<file path="config.mk">
export PLATFORM = sky130hd
export DESIGN_NAME = obj_text_tokenizer_core_flat
export DESIGN_NICKNAME = d
export VERILOG_FILES = /design/src/rtl/core/ott_pkg.sv /design/src/rtl/core/ott_byte_if.sv /design/src/rtl/core/ott_token_if.sv /design/src/rtl/core/ott_lexer.sv /design/src/rtl/core/ott_token_fifo.sv /design/src/rtl/core/obj_text_tokenizer_core.sv /design/src/flat_wrapper.sv
export VERILOG_INCLUDE_DIRS = /design/src /design/src/rtl/core
export SDC_FILE = /design/constraint.sdc
export NUM_CORES = 1
export LEC_CHECK = 0
export BUFFER_PORTS_ARGS = -buffer_cell sky130_fd_sc_hd__buf_2
export CORE_MARGIN = 4
export CORE_UTILIZATION = 40
export DETAILED_ROUTE_END_ITERATION = 12
export PLACE_DENSITY = 0.66
export SLEW_MARGIN = 20
export SYNTH_ARGS = -nofsm -noshare
export SYNTH_HDL_FRONTEND = slang
export SYNTH_SLANG_ARGS = --single-unit
</file>
<file path="constraint.sdc">
create_clock -name clk -period 5.8 [get_ports clk]
set_clock_uncertainty 0.2 [all_clocks]
set_input_delay 0.29 -clock clk [delete_from_list [all_inputs] [get_ports clk]]
set_output_delay 0.29 -clock clk [all_outputs]
set_load 0.01 [all_outputs]
</file>
<file path="src/rtl/core/assert_macros.svh">
// ---------------------------------------------------------------------------
// assert_macros.svh
// shared concurrent assertion macros, clocked on clk, quiet during reset
// ---------------------------------------------------------------------------
`ifndef ASSERT_MACROS_SVH
`define ASSERT_MACROS_SVH

// implication or plain property that must hold at every edge out of reset
`define ASSERT_PROP(label, prop, msg) \
	label: assert property (@(posedge clk) disable iff (!arst_n) prop) else $error(msg);

// condition that must never be seen at any edge out of reset
`define ASSERT_NEVER(label, expr, msg) \
	label: assert property (@(posedge clk) disable iff (!arst_n) !(expr)) else $error(msg);

`endif

</file>
<file path="src/rtl/core/ott_pkg.sv">
// ---------------------------------------------------------------------------
// ott_pkg
// token codes, character constants, byte classes and shared token types
// ---------------------------------------------------------------------------
package ott_pkg;

	// token kind codes
	localparam logic [2:0] KIND_SLASH   = 3'd0;
	localparam logic [2:0] KIND_NEWLINE = 3'd1;
	localparam logic [2:0] KIND_NUMBER  = 3'd2;
	localparam logic [2:0] KIND_IDENT   = 3'd3;
	localparam logic [2:0] KIND_VERTEX  = 3'd4;
	localparam logic [2:0] KIND_ERROR   = 3'd5;

	// character constants
	localparam logic [7:0] CH_SLASH   = 8'h2F;
	localparam logic [7:0] CH_HASH    = 8'h23;
	localparam logic [7:0] CH_DOT     = 8'h2E;
	localparam logic [7:0] CH_VERTEX  = 8'h76;
	localparam logic [7:0] CH_NEWLINE = 8'h0A;
	localparam logic [7:0] CH_PLUS    = 8'h2B;
	localparam logic [7:0] CH_MINUS   = 8'h2D;

	// one result token as it leaves the block
	typedef struct packed {
		logic [2:0]  kind;
		logic [15:0] offset;
		logic [15:0] length;
		logic [15:0] line;
		logic        last;
	} token_t;

	// tokens produced by one byte, at most two
	typedef struct packed {
		logic [1:0] count;
		token_t     tok0;
		token_t     tok1;
	} lex_out_t;

	function automatic logic is_digit(input logic [7:0] c);
		return (c >= 8'h30) && (c <= 8'h39);
	endfunction

	function automatic logic is_alpha(input logic [7:0] c);
		return ((c >= 8'h61) && (c <= 8'h7A)) || ((c >= 8'h41) && (c <= 8'h5A));
	endfunction

	// space, tab, vertical tab, form feed, carriage return
	function automatic logic is_blank(input logic [7:0] c);
		return (c == 8'h20) || (c == 8'h09) || (c == 8'h0B) || (c == 8'h0C) ||
			(c == 8'h0D);
	endfunction

endpackage

</file>
<file path="src/rtl/core/ott_byte_if.sv">
// ---------------------------------------------------------------------------
// ott_byte_if
// text byte channel: one byte or an end marker per transfer
// ---------------------------------------------------------------------------
interface ott_byte_if;
	logic       valid;
	logic       ready;
	logic [7:0] char_in;
	logic       at_end;

	modport source(output valid, char_in, at_end, input ready);
	modport sink(input valid, char_in, at_end, output ready);
endinterface

</file>
<file path="src/rtl/core/ott_token_if.sv">
// ---------------------------------------------------------------------------
// ott_token_if
// token channel: one token per transfer
// ---------------------------------------------------------------------------
interface ott_token_if;
	logic        valid;
	logic        ready;
	logic [2:0]  token_kind;
	logic [15:0] token_offset;
	logic [15:0] token_length;
	logic [15:0] line_number;
	logic        last_of_run;

	modport source(output valid, token_kind, token_offset, token_length, line_number,
		last_of_run, input ready);
	modport sink(input valid, token_kind, token_offset, token_length, line_number,
		last_of_run, output ready);
endinterface

</file>
<file path="src/rtl/core/ott_lexer.sv">
// ---------------------------------------------------------------------------
// ott_lexer
// scan state and per-byte token decision, up to two tokens per byte
// ---------------------------------------------------------------------------
`include "assert_macros.svh"

module ott_lexer #(
	parameter int POS_BITS  = 16,
	parameter int LINE_BITS = 16
) (
	input  logic             clk,
	input  logic             arst_n,
	input  logic             fire,
	input  logic [7:0]       char_in,
	input  logic             at_end,
	output ott_pkg::lex_out_t lex
);

	typedef enum logic [2:0] {
		MODE_IDLE,
		MODE_INT,
		MODE_FRAC,
		MODE_IDENT,
		MODE_COMMENT,
		MODE_HALT
	} mode_t;

	mode_t                mode_q, mode_d;
	logic [POS_BITS-1:0]  off_q, off_d, start_q, start_d;
	logic [LINE_BITS-1:0] line_q, line_d;
	logic                 vtx_q, vtx_d;

	logic [POS_BITS-1:0]  q, diff;
	logic [LINE_BITS-1:0] line_inc;
	logic [31:0]          p_w, q_w, start_w, diff_w, line_w, inc_w;
	logic [15:0]          len_sat;
	logic                 pending, cont, flush, own_v;
	ott_pkg::token_t      pend_tok, own_tok;

	// positions and lengths trimmed to the 16-bit token fields
	assign q        = off_q + POS_BITS'(1);
	assign diff     = off_q - start_q;
	assign line_inc = line_q + LINE_BITS'(1);
	assign p_w      = 32'(off_q);
	assign q_w      = 32'(q);
	assign start_w  = 32'(start_q);
	assign diff_w   = 32'(diff);
	assign line_w   = 32'(line_q);
	assign inc_w    = 32'(line_inc);
	assign len_sat  = (diff_w > 32'h0000_FFFF) ? 16'hFFFF : diff_w[15:0];

	// token held open by the scan mode
	assign pending = (mode_q == MODE_INT) || (mode_q == MODE_FRAC) || (mode_q == MODE_IDENT);

	always_comb begin
		pend_tok.kind   = (mode_q == MODE_IDENT) ?
			(vtx_q ? ott_pkg::KIND_VERTEX : ott_pkg::KIND_IDENT) : ott_pkg::KIND_NUMBER;
		pend_tok.offset = start_w[15:0];
		pend_tok.length = len_sat;
		pend_tok.line   = line_w[15:0];
		pend_tok.last   = 1'b0;
	end

	// byte continues the open token
	always_comb begin
		case (mode_q)
			MODE_INT:   cont = ott_pkg::is_digit(char_in) || (char_in == ott_pkg::CH_DOT);
			MODE_FRAC:  cont = ott_pkg::is_digit(char_in);
			MODE_IDENT: cont = ott_pkg::is_digit(char_in) || ott_pkg::is_alpha(char_in);
			default:    cont = 1'b0;
		endcase
	end

	// next state and the tokens of this byte
	always_comb begin
		mode_d  = mode_q;
		off_d   = off_q;
		start_d = start_q;
		line_d  = line_q;
		vtx_d   = vtx_q;
		flush   = 1'b0;
		own_v   = 1'b0;
		own_tok = '0;
		if (fire && (mode_q != MODE_HALT)) begin
			if (at_end) begin
				// flush, then a zero-length newline at the current offset
				flush          = pending;
				own_v          = 1'b1;
				own_tok.kind   = ott_pkg::KIND_NEWLINE;
				own_tok.offset = p_w[15:0];
				own_tok.line   = line_w[15:0];
				mode_d         = MODE_IDLE;
				vtx_d          = 1'b0;
				start_d        = off_q;
			end else if (cont) begin
				off_d = q;
				if ((mode_q == MODE_INT) && (char_in == ott_pkg::CH_DOT)) begin
					mode_d = MODE_FRAC;
				end
				if (mode_q == MODE_IDENT) begin
					vtx_d = 1'b0;
				end
			end else if (mode_q == MODE_COMMENT) begin
				off_d = q;
				if (char_in == ott_pkg::CH_NEWLINE) begin
					line_d         = line_inc;
					start_d        = q;
					mode_d         = MODE_IDLE;
					own_v          = 1'b1;
					own_tok.kind   = ott_pkg::KIND_NEWLINE;
					own_tok.offset = q_w[15:0];
					own_tok.line   = inc_w[15:0];
				end
			end else begin
				// open token ends here, byte starts afresh from idle
				flush  = pending;
				mode_d = MODE_IDLE;
				vtx_d  = 1'b0;
				off_d  = q;
				if (ott_pkg::is_blank(char_in)) begin
					start_d = q;
				end else if (char_in == ott_pkg::CH_SLASH) begin
					start_d        = q;
					own_v          = 1'b1;
					own_tok.kind   = ott_pkg::KIND_SLASH;
					own_tok.offset = p_w[15:0];
					own_tok.length = 16'd1;
					own_tok.line   = line_w[15:0];
				end else if (char_in == ott_pkg::CH_NEWLINE) begin
					start_d        = q;
					line_d         = line_inc;
					own_v          = 1'b1;
					own_tok.kind   = ott_pkg::KIND_NEWLINE;
					own_tok.offset = p_w[15:0];
					own_tok.length = 16'd1;
					own_tok.line   = inc_w[15:0];
				end else if ((char_in == ott_pkg::CH_PLUS) || (char_in == ott_pkg::CH_MINUS) ||
						ott_pkg::is_digit(char_in)) begin
					start_d = off_q;
					mode_d  = MODE_INT;
				end else if (char_in == ott_pkg::CH_HASH) begin
					mode_d = MODE_COMMENT;
				end else if (ott_pkg::is_alpha(char_in)) begin
					start_d = off_q;
					mode_d  = MODE_IDENT;
					vtx_d   = (char_in == ott_pkg::CH_VERTEX);
				end else begin
					own_v          = 1'b1;
					own_tok.kind   = ott_pkg::KIND_ERROR;
					own_tok.offset = q_w[15:0];
					own_tok.line   = line_w[15:0];
					mode_d         = MODE_HALT;
				end
			end
		end
	end

	// pack: flushed token first, then the byte's own token
	always_comb begin
		lex.count = 2'd0;
		lex.tok0  = '0;
		lex.tok1  = '0;
		if (flush && own_v) begin
			lex.count     = 2'd2;
			lex.tok0      = pend_tok;
			lex.tok1      = own_tok;
			lex.tok1.last = 1'b1;
		end else if (flush) begin
			lex.count     = 2'd1;
			lex.tok0      = pend_tok;
			lex.tok0.last = 1'b1;
		end else if (own_v) begin
			lex.count     = 2'd1;
			lex.tok0      = own_tok;
			lex.tok0.last = 1'b1;
		end
	end

	// scan state
	always_ff @(posedge clk or negedge arst_n) begin
		if (!arst_n) begin
			mode_q  <= MODE_IDLE;
			off_q   <= '0;
			start_q <= '0;
			line_q  <= LINE_BITS'(1);
			vtx_q   <= 1'b0;
		end else begin
			mode_q  <= mode_d;
			off_q   <= off_d;
			start_q <= start_d;
			line_q  <= line_d;
			vtx_q   <= vtx_d;
		end
	end

	`ASSERT_PROP(a_halt_silent, (mode_q == MODE_HALT) |-> (lex.count == 2'd0), "token after halt")
	`ASSERT_PROP(a_halt_sticks, (mode_q == MODE_HALT) |=> (mode_q == MODE_HALT), "left halt")
	`ASSERT_NEVER(a_vtx_only_ident, vtx_q && (mode_q != MODE_IDENT), "vertex flag outside identifier")

endmodule

</file>
<file path="src/rtl/core/ott_token_fifo.sv">
// ---------------------------------------------------------------------------
// ott_token_fifo
// four-entry result queue, takes up to two tokens a cycle, gives one
// ---------------------------------------------------------------------------
`include "assert_macros.svh"

module ott_token_fifo (
	input  logic              clk,
	input  logic              arst_n,
	input  ott_pkg::lex_out_t lex,
	output logic              room,
	ott_token_if.source       tokens
);

	localparam int DEPTH = 4;
	localparam int PTR_W = $clog2(DEPTH);
	localparam int CNT_W = $clog2(DEPTH + 1);

	ott_pkg::token_t  mem [DEPTH];
	logic [PTR_W-1:0] wr_q, rd_q, wr_next;
	logic [CNT_W-1:0] count_q;
	logic             pop;
	ott_pkg::token_t  head;

	// space for two more tokens, so a byte's tokens always fit once it leaves the input register
	assign room    = (count_q <= CNT_W'(DEPTH - 2));
	assign wr_next = wr_q + PTR_W'(1);
	assign head    = mem[rd_q];
	assign pop     = tokens.valid && tokens.ready;

	// output side
	assign tokens.valid        = (count_q != '0);
	assign tokens.token_kind   = head.kind;
	assign tokens.token_offset = head.offset;
	assign tokens.token_length = head.length;
	assign tokens.line_number  = head.line;
	assign tokens.last_of_run  = head.last;

	// token storage
	always_ff @(posedge clk) begin
		if (lex.count != 2'd0) begin
			mem[wr_q] <= lex.tok0;
		end
		if (lex.count == 2'd2) begin
			mem[wr_next] <= lex.tok1;
		end
	end

	// pointers and fill count
	always_ff @(posedge clk or negedge arst_n) begin
		if (!arst_n) begin
			wr_q    <= '0;
			rd_q    <= '0;
			count_q <= '0;
		end else begin
			wr_q    <= wr_q + PTR_W'(lex.count);
			rd_q    <= rd_q + PTR_W'(pop);
			count_q <= count_q + CNT_W'(lex.count) - CNT_W'(pop);
		end
	end

	`ASSERT_NEVER(a_count_range, count_q > CNT_W'(DEPTH), "fill count beyond depth")
	`ASSERT_NEVER(a_no_overflow, (CNT_W'(lex.count) + count_q) > CNT_W'(DEPTH),
		"push into full queue")

endmodule

</file>
<file path="src/rtl/core/obj_text_tokenizer_core.sv">
// ---------------------------------------------------------------------------
// obj_text_tokenizer_core
// streaming lexer for obj text: bytes in, typed tokens out
// ---------------------------------------------------------------------------
//  channel  | dir | payload                                          | per transfer
//  text     | in  | char_in[8], at_end                               | one byte or end
//  tokens   | out | token_kind[3], token_offset[16], token_length[16], | one token
//           |     | line_number[16], last_of_run                     |
//
// one byte per cycle sustained while the queue has room; a byte goes through an
// input register, the scan logic and a four-entry token queue, which registers
// its tokens before they show. a byte yields at most two tokens; the queue output
// port gives one per cycle, so a long run of two-token bytes is paced by it.
// reset clears the scan state to idle, offset zero and line one.
// text.ready drops only when the input register is full and the queue has
// fewer than two free entries; after an error token no more tokens appear.
module obj_text_tokenizer_core #(
	parameter int POS_BITS  = 16,
	parameter int LINE_BITS = 16
) (
	input  logic        clk,
	input  logic        arst_n,
	ott_byte_if.sink    text,
	ott_token_if.source tokens
);

	logic              valid_s1;
	logic [7:0]        char_s1;
	logic              end_s1;
	logic              room;
	logic              fire;
	ott_pkg::lex_out_t lex;

	// byte leaves the input register when the queue has room for its tokens
	assign fire       = valid_s1 && room;
	assign text.ready = !valid_s1 || fire;

	// input register
	always_ff @(posedge clk or negedge arst_n) begin
		if (!arst_n) begin
			valid_s1 <= 1'b0;
		end else if (text.ready) begin
			valid_s1 <= text.valid;
		end
	end

	always_ff @(posedge clk) begin
		if (text.valid && text.ready) begin
			char_s1 <= text.char_in;
			end_s1  <= text.at_end;
		end
	end

	ott_lexer #(
		.POS_BITS (POS_BITS),
		.LINE_BITS(LINE_BITS)
	) u_lexer (
		.clk    (clk),
		.arst_n (arst_n),
		.fire   (fire),
		.char_in(char_s1),
		.at_end (end_s1),
		.lex    (lex)
	);

	ott_token_fifo u_fifo (
		.clk   (clk),
		.arst_n(arst_n),
		.lex   (lex),
		.room  (room),
		.tokens(tokens)
	);

endmodule

</file>
<file path="src/flat_wrapper.sv">
// flat-port wrapper written by rule: the top's interface ports become plain ports
module obj_text_tokenizer_core_flat 
#(
	parameter int POS_BITS  = 16,
	parameter int LINE_BITS = 16
)
  (clk, arst_n, text_valid, text_char_in, text_at_end, text_ready, tokens_valid, tokens_token_kind, tokens_token_offset, tokens_token_length, tokens_line_number, tokens_last_of_run, tokens_ready);
  ott_byte_if text_i ();
  ott_token_if tokens_i ();
  input  logic clk;
  input  logic arst_n;
  input wire logic [$bits(text_i.valid)-1:0] text_valid;
  input wire logic [$bits(text_i.char_in)-1:0] text_char_in;
  input wire logic [$bits(text_i.at_end)-1:0] text_at_end;
  output wire logic [$bits(text_i.ready)-1:0] text_ready;
  output wire logic [$bits(tokens_i.valid)-1:0] tokens_valid;
  output wire logic [$bits(tokens_i.token_kind)-1:0] tokens_token_kind;
  output wire logic [$bits(tokens_i.token_offset)-1:0] tokens_token_offset;
  output wire logic [$bits(tokens_i.token_length)-1:0] tokens_token_length;
  output wire logic [$bits(tokens_i.line_number)-1:0] tokens_line_number;
  output wire logic [$bits(tokens_i.last_of_run)-1:0] tokens_last_of_run;
  input wire logic [$bits(tokens_i.ready)-1:0] tokens_ready;
  assign text_i.valid = text_valid;
  assign text_i.char_in = text_char_in;
  assign text_i.at_end = text_at_end;
  assign text_ready = text_i.ready;
  assign tokens_valid = tokens_i.valid;
  assign tokens_token_kind = tokens_i.token_kind;
  assign tokens_token_offset = tokens_i.token_offset;
  assign tokens_token_length = tokens_i.token_length;
  assign tokens_line_number = tokens_i.line_number;
  assign tokens_last_of_run = tokens_i.last_of_run;
  assign tokens_i.ready = tokens_ready;
  obj_text_tokenizer_core #(.POS_BITS(POS_BITS), .LINE_BITS(LINE_BITS)) u_core (.clk(clk), .arst_n(arst_n), .text(text_i), .tokens(tokens_i));
endmodule
</file>
# Word level (Yosys, flattened, before mapping)
# Memory sizes are Yosys's and may differ from the RTL's.
# Index checks and enable logic that the tools add are counted.
# word_totals
ramBits,208
wordCells,170
out_inout_bits,54
regBits,69
memories,1
input_bits,13
# memory_table
name,depth,word_bits,read_ports,rd_clocked_by_memory_dff,wr,line,rtl
u_core.u_fifo.mem,4,52,1,0,2,ott_token_fifo.sv:19,ott_pkg::token_t mem [DEPTH];
# op_classes
n_bitwise,2
mux,83
add_sub_neg,8
n_eq_ne,27
reduce_logical,30
magnitude_cmp,8
# ops
op,count
2-to-1 mux 16 bit,24
2-to-1 mux 51 bit,4
2-to-1 mux 19 bit,6
2-to-1 mux 53 bit,2
2-to-1 mux 54 bit,1
2-to-1 mux 52 bit,1
equality test 8 x 6 -> 1 bit (second input constant),6
equality test 8 x 4 -> 1 bit (second input constant),5
2-to-1 mux 3 bit,13
adder 16 x 1 -> 16 bit (second input constant),2
2-to-1 mux 1 bit,30
2-to-1 mux 17 bit,1
greater-or-equal comparator 8 x 7 -> 1 bit (second input constant),2
> comparator 16 bit (second input constant),1
<= comparator 8 x 7 -> 1 bit (second input constant),2
subtractor 16 bit,1
logical OR 1 bit,12
AND reduction 5 bit,2
logical AND 1 bit,9
inequality test 3 x 1 -> 1 bit (second input constant),3
equality test 8 x 7 -> 1 bit (second input constant),1
greater-or-equal comparator 8 x 6 -> 1 bit (second input constant),1
<= comparator 8 x 6 -> 1 bit (second input constant),1
equality test 3 x 2 -> 1 bit (second input constant),2
other kinds (23),26

# Longest topological paths before layout
# Gate-level depths: netlist of run 1.
# depth
word_depth,19
depth_mapped,15
depth_no_buf,12

# Modules after synthesis
# A second synthesis of run 1 with hierarchy kept.
# unflattened
hier_cells,1342
area_unflattened_um2,16460.8
# by_module_without_submodules
module,area_each_um2,instances,seq_area_each_um2,cells_each
ott_token_fifo,10508.8,1,6421.2,549
ott_lexer,5621.6,1,1302.5,779
obj_text_tokenizer_core,330.3,1,295.3,14

# Worst setup path before layout of run 1
# No wires, ideal clock.
# synth_path
kind,flip-flop to flip-flop
start,reg u_core.char_s1[3]
end,"mem u_core.u_fifo.mem[0][0] (netlist name), enable pin"
t_arrival_ns,3.869
path_buffers,1
required_ns,5.209
slack_ns,1.341
period_less_slack_ns,4.459
path_stages_with_launch,12
setup_ns,0.391
path_cell_list,edfxtp_1 > or4_4 > o221ai_4 > nand4_4 > nor4_1 > or2_2 > inv_4 > ha_1 > nor3_1 > nor2_1 > clkbuf_1 > inv_1
# synth_rtl
item,line,rtl
from (decl),obj_text_tokenizer_core.sv:28,logic [7:0] char_s1;
from (signal assigned),obj_text_tokenizer_core.sv:49,char_s1 <= text.char_in;
to (decl),ott_token_fifo.sv:19,

==> summary.txt, run 1 <==
Die
  – Initial Util: 40.6%
  – Full die area: 0.0392 mm²
  – Die W: 198 µm
  – Die H: 198 µm
  – Core ar.: 0.0356 mm²
  – I/O pins: 67
  – # rows: 69

Timing
  – Slew @ Worst Pin: 941 ps
  – Final Max Slew Viols: 0
  – Final period utilization: 82.6%
  – Final Hold Viols: 0
  – FMAX: 209 MHz
  – Unrepaired setup endpoints after global routing: false
  – Setup TNS: 0 ps
  – Worst slew margin: 37.1%
  – Final Setup Violations: 0
  – Final min period: 4790 ps

Logic synthesis
  – Average size of a mapped cell: 11.1 µm²
  – Synth cell types: 84
  – Syn nets: 1343
  – Count leader, synth: edfxtp_1
  – Number of flops mapped to enable cells by yosys: 153
  – FF+latch count, synth: 277
  – Largest cells by area after synthesis: edfxtp_1 32%, dfrtp_1 10%, dfxtp_1 8.9%, mux4_2 8.1%, a22o_1 4.2%
  – Synth cell count leaders: 153 x edfxtp_1, 151 x nand2_1, 72 x nor2_1
  – Gate Count Post-Synth: 1303
  – Yosys warns: 0
  – Cell Area, Synth: 0.0144 mm²
  – Ys flop type: edfxtp_1
  – FFs w/ async S/R, synth: 21.7%
  – Biggest area consumer among synthesized cells: edfxtp_1
  – Seq/Total Area, Yosys: 51.1%
  – Yosys top cell area share: 31.8%

Routing
  – Via count: 11000
  – Detailed Routing Iterations Pass 1: 7
  – Remaining DRCs: 0
  – Final WL: 40800 µm
  – WL/cell: 22.3 µm
  – Final ANT Viol Nets: 0
  – Vias per inst: 5.97
  – Initial DRC count: 1008

Finish
  – Diode count: 0
  – Final cell count without fillers: 1835
  – Nets: 1388
  – P&R area growth vs syn: 13.4%
  – Share of layout cells above drive strength 1: 17.5%

Critical path
  – Crit path kind: reg -> reg
  – CP peak stage delay: 600 ps
  – Worst path cell trace: or4_4 > o221ai_4 > nand4_4 > nor4_1 > or2_2 > ha_1 > inv_1 > nor3b_1 > nor2_2 > inv_1 > buf_4
  – Crit path top cell by count: inv_1
  – WP data required: 5740 ps
  – Critical R2R Launch: u_core.char_s1[2]
  – Startpoint Class: register
  – Launch point of the critical path: u_core.char_s1[2]
  – Crit. End Element: register
  – Slowest CP cell: or4_4
  – Max FO, Critical Path: 34
  – Arr. time, crit path: 4730 ps

Clock tree
  – Clock Root Buffer: clkbuf_16
  – CTS Buffer Depth: 3
  – Post-CTS setup buffer count: 0
  – Clock-pin slew on the worst setup and hold paths: 60 ps
  – Clk sinks: 277
  – CTS tree: yes
  – Clk_lat worst skew: 530 ps
  – Num CTS Buffers: 34
  – CTS H-tree depth: 2

Job
  – Max_cap viols: 0

GRT
  – Largest net degree at the start of global routing: 61
  – Vias in the first global route: 10700
  – First-pass GRT wire length: 63000 µm
  – Initial antenna violation count: 0
  – Overflow after GRT: 0
  – All-layer global routing usage: 20.5%

Placed design
  – IO buf count: 66
  – GP Congestion: 0.909
  – Post-Place Cells: 1761
  – HPWL after detailed placement: 26700 µm

Pwr
  – Peak supply drop: 0.000264 V
  – Cell Pwr Density: 526 mW/mm²
  – Leakage: 5.87 nW
  – Total power: 8.61 mW

Min path
  – Hold Crit Start: u_core.u_fifo.mem[0][18]
  – Worst hold path class: reg -> reg

Status
  – Status: finished clean
-- metrics by stage --
step	cell area (µm²)	util, %	hold slack [ps]	setup slack, ps
floorplan	14400	-	-206	1340
global placement	15100	42.6	230	1120
detailed placement	15200	42.6	242	1010
CTS	16400	46.1	256	1020
global route	16400	46.1	281	657
finish	16400	46.1	252	1010
-- area by class of cell --
type                    count  area, µm²
inverters                  38        145
clock buffers              44        920
well taps                 461        577
flip-flops and latches    277       7380
multi-input cells         891       6510
repair buffers            106        661
clock inverters            18        198
fillers                  3216      19200
-- state kept, by name, indices dropped and copies added, names as in the netlist --
register                count
u_core.u_fifo.mem         208
u_core.u_lexer.line_q      16
u_core.u_lexer.off_q       16
u_core.u_lexer.start_q     16
u_core.char_s1              8
u_core.u_fifo.count_q       3
u_core.u_lexer.mode_q       3
u_core.u_fifo.rd_q          2
u_core.u_fifo.wr_q          2
u_core.end_s1               1
u_core.u_lexer.vtx_q        1
u_core.valid_s1             1
-- repair_timing --
| action | 4_1_cts | 5_1_grt |
|---|---|---|
| endpoints found under the hold margin | 70 | 0 |
| hold buffers | 12 | 0 |
| gates resized for setup | 0 | 0 |
-- cells in the final DEF, fill, tap and decap left out, drive strengths merged, types with 37 or more instances in the layout --
cell type / n
a22o: 70
a21oi: 37
buf: 94
mux4: 52
nor2: 77
nand2: 152
inv: 37
xnor2: 38
o21ai: 134
dfrtp: 59
clkbuf: 44
dfxtp: 64
o22ai: 67
edfxtp: 153
-- where the power goes --
group | internal (mW) | switching (mW) | total [mW]
registers | 2.69 | 0.385 | 3.08
logic | 1.30 | 2.13 | 3.43
clock network | 1.26 | 0.842 | 2.11
-- layer usage --
| layer | global-route usage (%) | routed length (µm) | vias to the layer above |
|---|---|---|---|
| li1 | - | - | 5016 |
| met4 | 5.64 | 954 | 0 |
| met5 | 0 | 0 | - |
| met1 | 27.2 | 16200 | 5374 |
| met3 | 4.24 | 3610 | 77 |
| met2 | 34.4 | 20100 | 490 |
-- final timing paths --
path                                        endpoint  cells after the start  slack, ps
hold / removal              u_core.u_fifo.mem[0][18]                      2        250
setup reg to reg            u_core.u_fifo.mem[2][40]                     11       1010
hold reg to reg             u_core.u_fifo.mem[0][18]                      2        250
max in group asynchronous      u_core.u_fifo.rd_q[0]                      3       4390
min in group asynchronous  u_core.u_lexer.line_q[14]                      3        300
setup / recovery            u_core.u_fifo.mem[2][40]                     11       1010
-- worst max-delay path: cells and delay by family (launching register included) --
family	cells	cell delay, ps
and+or+nand+nor	6	2130
DFF	1	540
adders and majority gates	1	300
buffers and inverters	3	900
AOI/OAI and AO/OA	1	300
-- cells by family after synthesis --
family                   after synthesis  synth area share, %
AO/OA/AOI/OAI                        384                 18.1
XOR/XNOR                              61                 3.70
adder cells (fa/ha/maj)               27                 2.44
buffers and inverters                135                 4.04
flip-flops                           277                 51.1
multiplexers                          54                 8.24
AND/OR/NAND/NOR                      365                 12.5
(Power assumes the default switching activity.)
==> run 2: changes to the inputs <==
--- a/config.mk
+++ b/config.mk
@@ -6,11 +6,12 @@
 export SDC_FILE = /design/constraint.sdc
 export NUM_CORES = 1
 export LEC_CHECK = 0
+export ABC_AREA = 1
 export BUFFER_PORTS_ARGS = -buffer_cell sky130_fd_sc_hd__buf_2
 export CORE_MARGIN = 4
 export CORE_UTILIZATION = 40
 export DETAILED_ROUTE_END_ITERATION = 12
-export PLACE_DENSITY = 0.66
+export PLACE_DENSITY = 0.68
 export SLEW_MARGIN = 20
 export SYNTH_ARGS = -nofsm -noshare
 export SYNTH_HDL_FRONTEND = slang
==> constraint.sdc (replaced) <==
create_clock -name clk -period 3.9 [get_ports clk]
set_clock_uncertainty 0.2 [all_clocks]
set_input_delay 0.195 -clock clk [delete_from_list [all_inputs] [get_ports clk]]
set_output_delay 0.195 -clock clk [all_outputs]
set_load 0.01 [all_outputs]
==> run 2 against run 1 <==
Global-route usage rose by 1.7 points. Power rose by 53%. Maximum frequency rose by 32%. Flip-flop and latch count did not move. Worst hold slack got worse by 110 ps. Register-to-register slack got worse by 730 ps. Critical endpoint is now u_core.u_fifo.mem[3][23]. Largest cell class is now multi-input gates.
==> summary.txt, run 2 <==
Logic synthesis
  – FFs w/ async S/R, synth: 21.7% (unchanged)
  – Syn nets: 2252 (+68%)
  – Seq/Total Area, Yosys: 45.3% (-5.8 points)
  – Gate Count Post-Synth: 2212 (+70%)
  – Yosys warns: 0 (unchanged)
  – Ys flop type: edfxtp_1
  – Average size of a mapped cell: 7.37 µm² (-34%)
  – Count leader, synth: nand2_1
  – FF+latch count, synth: 277 (unchanged)
  – Synth cell count leaders: 802 x nand2_1, 263 x o21ai_0, 192 x nor2_1
  – Cell Area, Synth: 0.0163 mm² (+13%)
  – Yosys top cell area share: 28.2% (-3.6 points)
  – Largest cells by area after synthesis: edfxtp_1 28%, nand2_1 18%, dfrtp_1 9.1%, o21ai_0 8.1%, dfxtp_1 7.9%
  – Biggest area consumer among synthesized cells: edfxtp_1
  – Number of flops mapped to enable cells by yosys: 153 (unchanged)
  – Synth cell types: 53 (-37%)

Pwr
  – Leakage: 7.79 nW (+33%)
  – Clock Power Share: 21.6% (-2.9 points)
  – Sw Pwr: 5.79 mW (+72%)
  – Cell Pwr Density: 719 mW/mm² (+37%)
  – Total power: 13.2 mW (+53%)
  – Combinational share of power: 45.6% (+5.8 points)
  – Pint: 7.42 mW (+41%)
  – Sequential share of power: 32.8% (-2.9 points)
  – Sw Ratio: 43.8% (+4.9 points)
  – Peak supply drop: 0.000338 V (+28%)

Timing
  – Slew @ Worst Pin: 1030 ps (+84.6 ps)
  – Worst slew margin: 31.6% (-5.5 points)
  – FMAX: 276 MHz (+32%)
  – Final min period: 3620 ps (-1170 ps)
  – Unrepaired setup endpoints after global routing: false
  – Final Setup Violations: 0 (unchanged)
  – Final Max Slew Viols: 0 (unchanged)
  – Setup TNS: 0 ps (unchanged)
  – Final Hold Viols: 0 (unchanged)
  – Final period utilization: 92.8% (+10 points)

Routing
  – Final WL: 50400 µm (+23%)
  – Initial DRC count: 1817 (+80%)
  – Detailed Routing Iterations Pass 1: 6 (-1)
  – WL/cell: 18.0 µm (-19%)
  – Via count: 15300 (+40%)
  – Vias per inst: 5.49 (-8.1%)
  – Remaining DRCs: 0 (unchanged)
  – Final ANT Viol Nets: 0 (unchanged)

GRT
  – Largest net degree at the start of global routing: 53 (-13%)
  – Overflow after GRT: 0 (unchanged)
  – Initial antenna violation count: 0 (unchanged)
  – First-pass GRT wire length: 79200 µm (+26%)
  – Vias in the first global route: 14300 (+34%)
  – All-layer global routing usage: 22.2% (+1.7 points)

Finish
  – Fillers: 3845 (+20%)
  – Seq. cell area: 0.00738 mm² (about the same)
  – Largest register by flop count: u_core.u_fifo.mem
  – Post-route core utilization: 45.9% (-0.16 points)
  – Diode count: 0 (unchanged)
  – Nets: 2292 (+65%)
  – P&R area growth vs syn: 12.7%
  – Most frequent cells in the layout: 798 x nand2_1, 263 x o21ai_0, 186 x nor2_1
  – Share of layout cells above drive strength 1: 11.6% (-5.9 points)
  – Max FFs per register: 208 (unchanged)
  – Area of the multi-input gates: 0.00792 mm² (+22%)
  – Commonest non-fill, non-tap cell in the layout: nand2_1

Critical path
  – CP top delay family: simple AND/OR/NAND/NOR gates
  – Max FO, Critical Path: 15 (-56%)
  – CP bufs+invs: 4 (+1)
  – Worst path cell trace: nor2_1 > nand2_1 > nand2_1 > nand2_2 > nand3_1 > nand3_4 > nor2_1 > nand2_1 > nand2_1 > nand2_2 > inv_1 > ha_1 > clkinvlp_4 > nor2_2 > inv_1 > nand2_2 > inv_1 > nand2_1 > o21ai_0
  – Crit. End Element: register
  – Startpoint Class: register
  – WP data required: 4160 ps (-1580 ps)
  – Crit path kind: reg -> reg
  – Arr. time, crit path: 3880 ps (-850 ps)
  – Crit path top cell by count: nand2_1
  – CP peak stage delay: 500 ps (-100 ps)
  – Slowest CP cell: edfxtp_1

Status
  – Status: finished clean

Die
  – Full die area: 0.0440 mm² (+12%)
  – I/O pins: 67 (unchanged)
  – Initial Util: 40.7% (+0.12 points)
  – # rows: 73 (+5.8%)
  – Die H: 210 µm (+6.0%)
  – Core ar.: 0.0400 mm² (+12%)
  – Die W: 210 µm (+6.0%)

Clock tree
  – CTS tree: yes
  – Clock-pin slew on the worst setup and hold paths: 60 ps (about the same)
  – CTS Buffer Depth: 3 (unchanged)
  – Num CTS Buffers: 30 (-12%)
  – Clk sinks: 277 (unchanged)
  – Clk_lat worst skew: 580 ps (+50 ps)
  – CTS H-tree depth: 1 (-1)
  – Clock Root Buffer: clkbuf_16

Placed design
  – IO buf count: 66 (unchanged)
  – GP Congestion: 0.941 (+3.5%)
  – HPWL after detailed placement: 33100 µm (+24%)

Min path
  – Worst hold path class: in -> reg

Job
  – Max_cap viols: 0 (unchanged)
run 2: power groups by stage:
| stage | clock (mW) | sequential, mW | combinational (mW) |
|---|---|---|---|
| floorplan | 0 | 4.25 | 3.85 |
| CTS | 2.89 | 4.32 | 5.97 |
| detailed placement | 0 | 4.37 | 5.93 |
| finish | 2.86 | 4.33 | 6.02 |
| global placement | 0 | 4.35 | 5.87 |
| global route | 3.02 | 4.40 | 6.62 |
run 2: worst paths after layout:
path                                                from                         to  slack [ps]  cells after the start
worst max register to register         u_core.char_s1[3]   u_core.u_fifo.mem[3][23]         280                     19
min in group asynchronous                         arst_n      u_core.u_fifo.rd_q[1]         160                      2
worst max-delay path                   u_core.char_s1[3]   u_core.u_fifo.mem[3][23]         280                     19
worst min register to register  u_core.u_fifo.mem[1][26]   u_core.u_fifo.mem[1][26]         250                      2
max in group asynchronous                         arst_n  u_core.u_lexer.start_q[0]        2420                      3
worst min-delay path                     text_char_in[6]          u_core.char_s1[6]         140                      2
run 2: per-layer routing:
metal | part of all wire [%] | GRT usage [%] | vias to the layer above
met5 | 0 | 0 | -
met4 | 2.8 | 6.84 | 0
met3 | 9.6 | 3.78 | 114
met2 | 45 | 34.7 | 749
met1 | 43 | 31.8 | 7116
li1 | - | - | 7370
run 2: cell type report:
| cell class | count | share of cell area, % |
|---|---|---|
| clock inverters | 11 | 0.640 |
| well taps | 525 | 3.58 |
| multi-input cells | 1678 | 43.1 |
| repair buffers | 132 | 5.00 |
| clock buffers | 40 | 4.74 |
| flip-flops and latches | 277 | 40.2 |
| inverters | 133 | 2.76 |
run 2: worst reg2reg max path, stage by stage, from the launching register on:
cell        delay [ps]
edfxtp_1           500
nor2_1             170
nand2_1             80
nand2_1             80
nand2_2            100
nand3_1            120
nand3_4            130
nor2_1             180
nand2_1             80
nand2_1             90
nand2_2             90
inv_1               80
ha_1               210
clkinvlp_4         310
nor2_2             230
inv_1              130
nand2_2            190
inv_1              310
nand2_1            140
o21ai_0             90
run 2: through the flow:
step / worst slack [ps] / hold WS [ps] / area [µm²] / std cells
after floorplan: 87.1 / -301 / 16300 / 2212
after global placement: 298 / 177 / 17200 / 2731
after detailed placement: 238 / 178 / 17200 / 2731
after CTS: 214 / 115 / 18300 / 2794
after global routing: 5.04 / 139 / 18400 / 2796
final: 280 / 140 / 18400 / 2796
run 2: cell families (layout without fill, tap and decap cells):
logic type | count (synthesis) | after routing | share of synthesized area, %
simple gates | 1214 | 1214 | 30.7
fa+ha+maj | 27 | 27 | 2.16
flops | 277 | 277 | 45.3
buf+inv | 257 | 316 | 6.51
xor+xnor | 26 | 26 | 1.40
compound gates | 411 | 411 | 13.9
run 2: repair_timing:
item,in CTS,in global routing
buffers inserted,0,2
endpoints found under the hold margin,56,0
endpoints found under the setup margin,0,15
gates resized for setup,0,4
hold buffers,12,0
==> run 3: changes to the inputs <==
--- a/config.mk
+++ b/config.mk
@@ -11,7 +11,7 @@
 export CORE_MARGIN = 4
 export CORE_UTILIZATION = 40
 export DETAILED_ROUTE_END_ITERATION = 12
-export PLACE_DENSITY = 0.68
+export PLACE_DENSITY = 0.66
 export SLEW_MARGIN = 20
 export SYNTH_ARGS = -nofsm -noshare
 export SYNTH_HDL_FRONTEND = slang
==> constraint.sdc (replaced) <==
create_clock -name clk -period 4.1 [get_ports clk]
set_clock_uncertainty 0.2 [all_clocks]
set_input_delay 0.205 -clock clk [delete_from_list [all_inputs] [get_ports clk]]
set_output_delay 0.205 -clock clk [all_outputs]
set_load 0.01 [all_outputs]
==> run 3 against run 2 <==
Final cell count down 0.18%. Non-clock buffer count is 10 lower. Worst setup slack got worse by 50 ps. Power fell by 4.8%. Via count up 0.55%. Combinational power down 6.1%. Global-route usage up 0.19 points. Register-to-register slack worse by 50 ps. Die area is the same. Clock power down 3%. First-iteration DRC count decreased by 20%. Critical path type unchanged. Largest cell class unchanged.
==> summary.txt, run 3 (synthesis results as in run 2) <==
Clock tree
  – Clock-pin slew on the worst setup and hold paths: 60 ps (about the same)
  – Clk sinks: 277 (unchanged)
  – Clk_lat worst skew: 570 ps (about the same)
  – Clock Root Buffer: clkbuf_16
  – CTS tree: yes
  – CTS H-tree depth: 1 (unchanged)
  – CTS Buffer Depth: 3 (unchanged)
  – Num CTS Buffers: 30 (unchanged)

Routing
  – WL/cell: 18.3 µm (+1.5%)
  – Final WL: 51000 µm (+1.3%)
  – Final ANT Viol Nets: 0 (unchanged)
  – Top Metal Used: met4
  – M1 wire length: 22200 µm (+2.8%)
  – Via count: 15400 (+0.55%)
  – Vias per inst: 5.53 (+0.73%)
  – Detailed Routing Iterations Pass 1: 5 (-1)
  – Remaining DRCs: 0 (unchanged)
  – Initial DRC count: 1461 (-20%)
  – Met3 WL: 4550 µm (-5.5%)
  – WL met2: 23200 µm (+3.0%)

GRT
  – First-pass GRT wire length: 80200 µm (+1.2%)
  – Initial antenna violation count: 0 (unchanged)
  – Overflow after GRT: 0 (unchanged)
  – Largest net degree at the start of global routing: 80 (+51%)
  – Vias in the first global route: 14300 (+0.091%)
  – All-layer global routing usage: 22.4% (+0.19 points)

Placed design
  – HPWL after detailed placement: 33600 µm (+1.5%)
  – DP Worst Slack: 212 ps (-26.2 ps)
  – GP Congestion: 0.933 (-0.91%)
  – Area after DPL: 0.0171 mm² (-0.47%)
  – IO buf count: 66 (unchanged)
  – Post-Place Cells: 2721 (-0.37%)

Finish
  – Diode count: 0 (unchanged)
  – P&R area growth vs syn: 12.3%
  – Max FFs per register: 208 (unchanged)
  – Commonest non-fill, non-tap cell in the layout: nand2_1
  – Nets: 2282 (-0.44%)
  – Largest register by flop count: u_core.u_fifo.mem
  – Final cell count without fillers: 2791 (-0.18%)
  – Most frequent cells in the layout: 800 x nand2_1, 263 x o21ai_0, 186 x nor2_1
  – Share of layout cells above drive strength 1: 11.2% (-0.42 points)
  – Cell area after layout: 0.0183 mm² (-0.33%)

Min path
  – Worst hold path class: in -> async

Critical path
  – Arr. time, crit path: 3960 ps (+80 ps)
  – CP peak stage delay: 510 ps (about the same)
  – Crit path kind: reg -> reg
  – Worst path cell trace: nor2_1 > nand2_1 > nand2_1 > nand2_2 > nand2_2 > nand2_2 > nor2_4 > nand2_1 > nand2_1 > nand2_1 > nand2_1 > nand2_2 > inv_1 > ha_1 > clkinv_1 > nand2_4 > buf_12 > nand2_1 > nand2_1 > o22ai_1
  – WP data required: 4190 ps (+30 ps)
  – CP bufs+invs: 3 (-1)
  – CP top delay family: simple AND/OR/NAND/NOR gates
  – Startpoint Class: register
  – Crit. End Element: register
  – Slowest CP cell: edfxtp_1
  – Crit path top cell by count: nand2_1
  – Max FO, Critical Path: 32 (+17)

Timing
  – Final period utilization: 94.4% (+1.6 points)
  – Slew @ Worst Pin: 978 ps (-47.1 ps)
  – Final Setup Violations: 0 (unchanged)
  – Final Max Slew Viols: 0 (unchanged)
  – Unrepaired setup endpoints after global routing: true
  – Final min period: 3870 ps (+250 ps)
  – Worst slew margin: 34.6% (+3.0 points)
  – Hold slack: 62.5 ps (-77.4 ps)
  – Final worst slack: 229 ps (-50.4 ps)
  – Final Hold Viols: 0 (unchanged)
  – FMAX: 258 MHz (-6.5%)

Die
  – Core ar.: 0.0400 mm² (unchanged)
  – Initial Util: 40.7% (unchanged)
  – Die W: 210 µm (unchanged)
  – Die H: 210 µm (unchanged)
  – # rows: 73 (unchanged)
  – I/O pins: 67 (unchanged)
  – Full die area: 0.0440 mm² (unchanged)

Status
  – Status: finished clean

Job
  – Max_cap viols: 0 (unchanged)

Pwr
  – Leakage: 7.75 nW (-0.50%)
  – Cell Pwr Density: 687 mW/mm² (-4.4%)
  – Peak supply drop: 0.000346 V (+2.3%)
  – Total power: 12.6 mW (-4.8%)
run 3: changes by cell type in the layout (fill, tap and decap cells not counted), sizes merged:
cell         previous run  this run
buf                   120       111
bufinv                  2         4
clkbuf                 40        36
clkinv                  7        14
clkinvlp                4         7
dlygate4sd3            12        11
inv                   131       128
run 3: layout make-up:
cell class	count	area [µm²]
repair buffers	122	853
flip-flops and latches	277	7380
inverters	133	510
multi-input cells	1678	7900
clock buffers	36	805
clock inverters	20	206
fillers	3900	21700
well taps	525	657
run 3: power breakdown:
| group | internal [mW] | leakage [nW] | switching [mW] | total (mW) |
|---|---|---|---|---|
| Sequential | 3.75 | 2.74 | 0.412 | 4.16 |
| Combinational | 1.67 | 4.53 | 3.98 | 5.65 |
| Clock | 1.64 | 0.482 | 1.12 | 2.77 |
| Total | 7.06 | 7.75 | 5.51 | 12.6 |
run 3: final timing paths:
| check | end | startpoint | slack [ps] | depth (start not counted) |
|---|---|---|---|---|
| max | u_core.u_fifo.mem[0][51] | u_core.char_s1[3] | 230 | 20 |
| min | u_core.u_fifo.rd_q[1] | arst_n | 60 | 2 |
| max reg2reg | u_core.u_fifo.mem[0][51] | u_core.char_s1[3] | 230 | 20 |
| min reg2reg | u_core.u_fifo.mem[1][25] | u_core.u_fifo.mem[1][25] | 250 | 2 |
| max in group asynchronous | u_core.u_lexer.start_q[9] | arst_n | 2670 | 3 |
| min in group clk | u_core.u_fifo.rd_q[0] | tokens_ready | 110 | 3 |
run 3: metrics by stage:
step / util [%] / setup TNS [ps]
after detailed placement: 42.8 / 0
final: 45.8 / 0
after global placement: 42.8 / 0
after floorplan: - / 0
after CTS: 45.6 / 0
after global routing: 45.8 / -237
run 3: timing repair:
action	CTS	global route
setup endpoints to repair	0	55
resized for setup	0	4
endpoints found under the hold margin	47	0
buffers inserted	0	3
hold buffers	11	0
run 3: metal layers:
layer | GRT usage, % | vias to the layer above
met2 | 36.0 | 748
met1 | 32.3 | 7242
met3 | 3.05 | 80
li1 | - | 7363
met4 | 5.42 | 0
met5 | 0 | -
